==> src/rtl/sawc_pkg.sv <==
// Shared sizes, row layout and result type of the set-associative cache tag controller.
package sawc_pkg;

    localparam int WAY_COUNT  = 8;
    localparam int SET_COUNT  = 128;
    localparam int LINE_BYTES = 32;
    localparam int ADDR_BITS  = 32;

    localparam int OFF_W = $clog2(LINE_BYTES);
    localparam int SET_W = $clog2(SET_COUNT);
    localparam int TAG_W = ADDR_BITS - OFF_W - SET_W;
    localparam int WAY_W = (WAY_COUNT > 1) ? $clog2(WAY_COUNT) : 1;
    localparam int CNT_W = WAY_W + 1;

    typedef logic [SET_W-1:0] t_set;
    typedef logic [TAG_W-1:0] t_tag;
    typedef logic [WAY_W-1:0] t_way;

    typedef struct packed {
        logic [WAY_COUNT-1:0]            vld;
        logic [WAY_COUNT-1:0]            dirty;
        logic [WAY_COUNT-1:0][TAG_W-1:0] tag;
        logic [WAY_COUNT-1:0][WAY_W-1:0] rank;
    } t_row;

    typedef struct packed {
        logic        hit;
        logic [2:0]  way;
        logic        writeback;
        logic [31:0] writeback_addr;
        logic        fill;
        logic        done_code;
    } t_result;

endpackage

==> src/rtl/sawc_update.sv <==
// Tag compare, victim choice, LRU rank update and result formation for one set.
module sawc_update
    import sawc_pkg::*;
(
    input  t_row    i_row,
    input  logic    i_is_write,
    input  t_tag    i_tag,
    input  t_set    i_set,
    output t_row    o_row,
    output t_result o_result
);

    logic                 hit;
    t_way                 hit_way;
    logic                 inval_found;
    t_way                 inval_way;
    t_way                 lru_way;
    t_way                 victim;
    t_way                 sel;
    logic                 was_valid;
    logic [WAY_COUNT-1:0] new_vld;
    logic [CNT_W-1:0]     cnt;
    t_way                 top_rank;
    t_way                 old_rank;
    logic                 wb;
    logic [ADDR_BITS-1:0] wb_full;

    always_comb begin
        hit         = 1'b0;
        hit_way     = '0;
        inval_found = 1'b0;
        inval_way   = '0;
        for (int w = WAY_COUNT - 1; w >= 0; w--) begin
            if (i_row.vld[w] && (i_row.tag[w] == i_tag)) begin
                hit     = 1'b1;
                hit_way = WAY_W'(w);
            end
            if (!i_row.vld[w]) begin
                inval_found = 1'b1;
                inval_way   = WAY_W'(w);
            end
        end
        lru_way = '0;
        for (int w = 1; w < WAY_COUNT; w++) begin
            if (i_row.rank[w] < i_row.rank[lru_way]) begin
                lru_way = WAY_W'(w);
            end
        end
    end

    assign victim    = inval_found ? inval_way : lru_way;
    assign sel       = hit ? hit_way : victim;
    assign was_valid = i_row.vld[sel];
    assign wb        = !hit && i_row.vld[victim] && i_row.dirty[victim];

    always_comb begin
        new_vld      = i_row.vld;
        new_vld[sel] = 1'b1;
    end

    assign cnt      = CNT_W'($countones(new_vld));
    assign top_rank = WAY_W'(cnt - 1'b1);
    assign old_rank = was_valid ? i_row.rank[sel] : top_rank;

    always_comb begin
        o_row     = i_row;
        o_row.vld = new_vld;
        for (int v = 0; v < WAY_COUNT; v++) begin
            if ((WAY_W'(v) != sel) && new_vld[v] && (i_row.rank[v] > old_rank)) begin
                o_row.rank[v] = i_row.rank[v] - 1'b1;
            end
        end
        o_row.rank[sel] = top_rank;
        if (hit) begin
            o_row.dirty[sel] = i_row.dirty[sel] | i_is_write;
        end else begin
            o_row.dirty[sel] = i_is_write;
            o_row.tag[sel]   = i_tag;
        end
    end

    assign wb_full = {i_row.tag[victim], i_set, {OFF_W{1'b0}}};

    always_comb begin
        o_result.hit            = hit;
        o_result.way            = 3'(sel);
        o_result.writeback      = wb;
        o_result.writeback_addr = wb ? 32'(wb_full) : 32'd0;
        o_result.fill           = !hit;
        o_result.done_code      = i_is_write;
    end

endmodule

==> config.mk <==
export PLATFORM = sky130hd
export DESIGN_NAME = sawc_update
export DESIGN_NICKNAME = d
export VERILOG_FILES = /design/src/rtl/sawc_pkg.sv /design/src/rtl/sawc_update.sv
export SDC_FILE = /design/constraint.sdc
export NUM_CORES = 1
export LEC_CHECK = 0
export BUFFER_PORTS_ARGS = -buffer_cell sky130_fd_sc_hd__buf_2
export CORE_AREA = 8 8 177 179
export DETAILED_ROUTE_END_ITERATION = 16
export DIE_AREA = 0 0 185 187
export GPL_ROUTABILITY_DRIVEN = 0
export PLACE_DENSITY = 0.72
export SLEW_MARGIN = 5
export SYNTH_ARGS = -nofsm -noshare
export SYNTH_HDL_FRONTEND = slang
export SYNTH_SLANG_ARGS = --single-unit
==> constraint.sdc <==
create_clock -name vclk -period 33.1
set_input_delay 4.965 -clock vclk [all_inputs]
set_output_delay 4.965 -clock vclk [all_outputs]
set_load 0.01 [all_outputs]
==> results.json <==
{
  "outcome": "completed",
  "core_um2": 28390,
  "cpPeakStageDelay_ps": 790,
  "min_period_ps": 28660,
  "crit_family": "compound AO/OA/AOI/OAI gates",
  "netlist_area_um2": 9961,
  "end_kind": "output pin",
  "fill_cells": 3098,
  "placementRows": 62,
  "power.share.sequential_pct": 0,
  "clockBufferCount": 0,
  "post-cts-setup-buffers": 0,
  "rsz0062_at_grt": "false",
  "critPathKind": "in -> out",
  "synth_most_common_cell": "nand2_1",
  "fp.dieArea_um2": 34600,
  "synth_area_leader_cell": "mux2_2",
  "dr_total_vias": 14043,
  "cp_slowest_cell": "a21oi_1",
  "clock_power_share_pct": 0,
  "ys_top_cells_by_count": "267 x nand2_1, 168 x nand3_1, 164 x mux2_2, 115 x xnor2_1, 98 x clkbuf_1",
  "gr-total-overflow": 0,
  "grt.total_usage_pct": 32.76,
  "drtIter0Drc": 1723,
  "cp_common_cell": "ha_1",
  "grt_pass1_vias": 13791,
  "firstDrtPassIters": 7,
  "grt_pass1_wl_mm": 87.84,
  "critPathMaxFanout": 21,
  "critPathArrivalTime_ps": 23700,
  "routed_via_density": 6.208,
  "yosys-top-cells-area": "mux2_2 19%, xnor2_1 10%, nand2_1 10%, nand3_1 8.4%, ha_1 5.2%",
  "final-max-slew-violation-count": 0,
  "drtAntennaViolNets": 0,
  "drc": 0,
  "synth.top_cell.area_share_pct": 18.54,
  "pwr-share-comb_pct": 100.0,
  "grt_max_degree": 82,
  "seq_area_um2": 0,
  "path_buf_inv": 11,
  "yosysUniqueCellTypes": 81,
  "max_freq_mhz": 34.89,
  "tightest_slew_ps": 1087,
  "max_slew_margin_pct": 27.33,
  "cts_resized": 0,
  "required_ps": 28130,
  "drt_wl_total_mm": 60.09,
  "setup_viol": 0,
  "finalCritPeriodShare_pct": 86.60,
  "hold_end": "o_result[0]",
  "p_int_uw": 191.8,
  "port_buffers": 462,
  "p_sw_share_pct": 62.40,
  "p_leak_nw": 5.657,
  "antenna_found_initial": 10,
  "design.seq.count": 0,
  "dp.final_hpwl_mm": 48.28,
  "hold_depth": 2,
  "cp-start-kind": "input pin",
  "worstHoldStart": "i_is_write",
  "vdd_drop_max_mv": 0.02550,
  "syn_to_final_growth_pct": 24.06,
  "hold_path_class": "in -> out",
  "die_w_um": 185,
  "fp.dieH_um": 187,
  "yosysWarnings": 0,
  "fin_setup_tns_ps": 0,
  "io_pins": 467,
  "hold_ws_ps": 10170,
  "drive_gt1_share_pct": 36.31,
  "utilization_pct": 43.52,
  "synthCells": 1522,
  "p_sw_uw": 318.3,
  "start_util_pct": 35.08,
  "hold_viol": 0,
  "critPathLaunch": "i_row[2]",
  "hold_buffers": 0,
  "syn_avg_cell_area_um2": 6.545,
  "synth-seq-area-share_pct": 0,
  "routedWlPerCell_um": 26.57,
  "cap_violations": 0,
  "multiInputGateArea_um2": 9250,
  "powerDensity_nw_per_um2": 41.28,
  "final_nets": 2148
}
[power by group through the flow]
stage	logic, mW	clock network (mW)	registers (mW)
floorplan	0.332	0	0
global placement	0.482	0	0
detailed placement	0.494	0	0
CTS	0.496	0	0
global route	0.546	0.0000000121	0
finish	0.510	0.0000000202	0
[worst max-delay path by stage]
stage / to / slack (ps) / cells after the start
finish: o_row[0] / 4440 / 76
global route: o_row[0] / 3180 / 75
CTS: o_row[0] / 5140 / 76
detailed placement: o_row[0] / 5220 / 76
global placement: o_row[0] / 6050 / 76
floorplan: o_row[0] / 8120 / 76
[metrics by stage]
step | std cells | setup WS (ps) | total power, mW | cell area [um^2]
global placement | 2257 | 6051 | 0.4824 | 12340
finish | 2262 | 4435 | 0.5100 | 12360
detailed placement | 2257 | 5215 | 0.4938 | 12340
floorplan | 1526 | 8122 | 0.3320 | 9976
global route | 2260 | 3177 | 0.5459 | 12350
CTS | 2257 | 5140 | 0.4956 | 12340
[cells by family after synthesis]
group	after synthesis	synth area share [%]
other	1	0.03765
adders and majority gates	47	6.155
AOI/OAI and AO/OA	246	17.44
buffers and inverters	181	7.562
xor gates and xnor gates	162	14.24
muxes	189	21.05
and+or+nand+nor	696	33.51
[area by class of cell]
class	count	share of cell area, %
inverter	55	1.772
tap	384	3.888
multi-input combinational	1345	74.86
timing repair buffer	473	19.38
antenna	5	0.1013
[cells in the final DEF, fill, tap and decap left out, types with 10 or more instances in the layout]
master / Yosys / routed
buf_4: 9 / 11
nor4_1: 27 / 27
mux2_2: 164 / 164
or2_2: 16 / 16
xor2_1: 47 / 47
o21ai_0: 36 / 35
nor3_1: 17 / 16
nor2b_1: 10 / 10
ha_1: 41 / 41
mux2i_1: 25 / 25
inv_1: 50 / 50
xnor2_1: 115 / 115
nand3_1: 168 / 168
nor2_1: 78 / 77
a31oi_1: 18 / 18
nand4b_1: 12 / 12
a21oi_1: 49 / 49
buf_2: 10 / 462
nand4_1: 56 / 56
o211ai_1: 17 / 17
a211o_1: 11 / 11
nand2_1: 267 / 267
o21a_1: 15 / 15
a21o_1: 11 / 11
[metal layers]
| layer | vias to the layer above | track usage, % | share of wire (%) |
|---|---|---|---|
| met5 | - | 0 | 0.14 |
| met1 | 6503 | 36.84 | 35 |
| met3 | 224 | 7.382 | 11 |
| li1 | 6202 | - | - |
| met2 | 1102 | 57.45 | 48 |
| met4 | 12 | 15.30 | 5.4 |
Power figures use the tool's default switching activity.
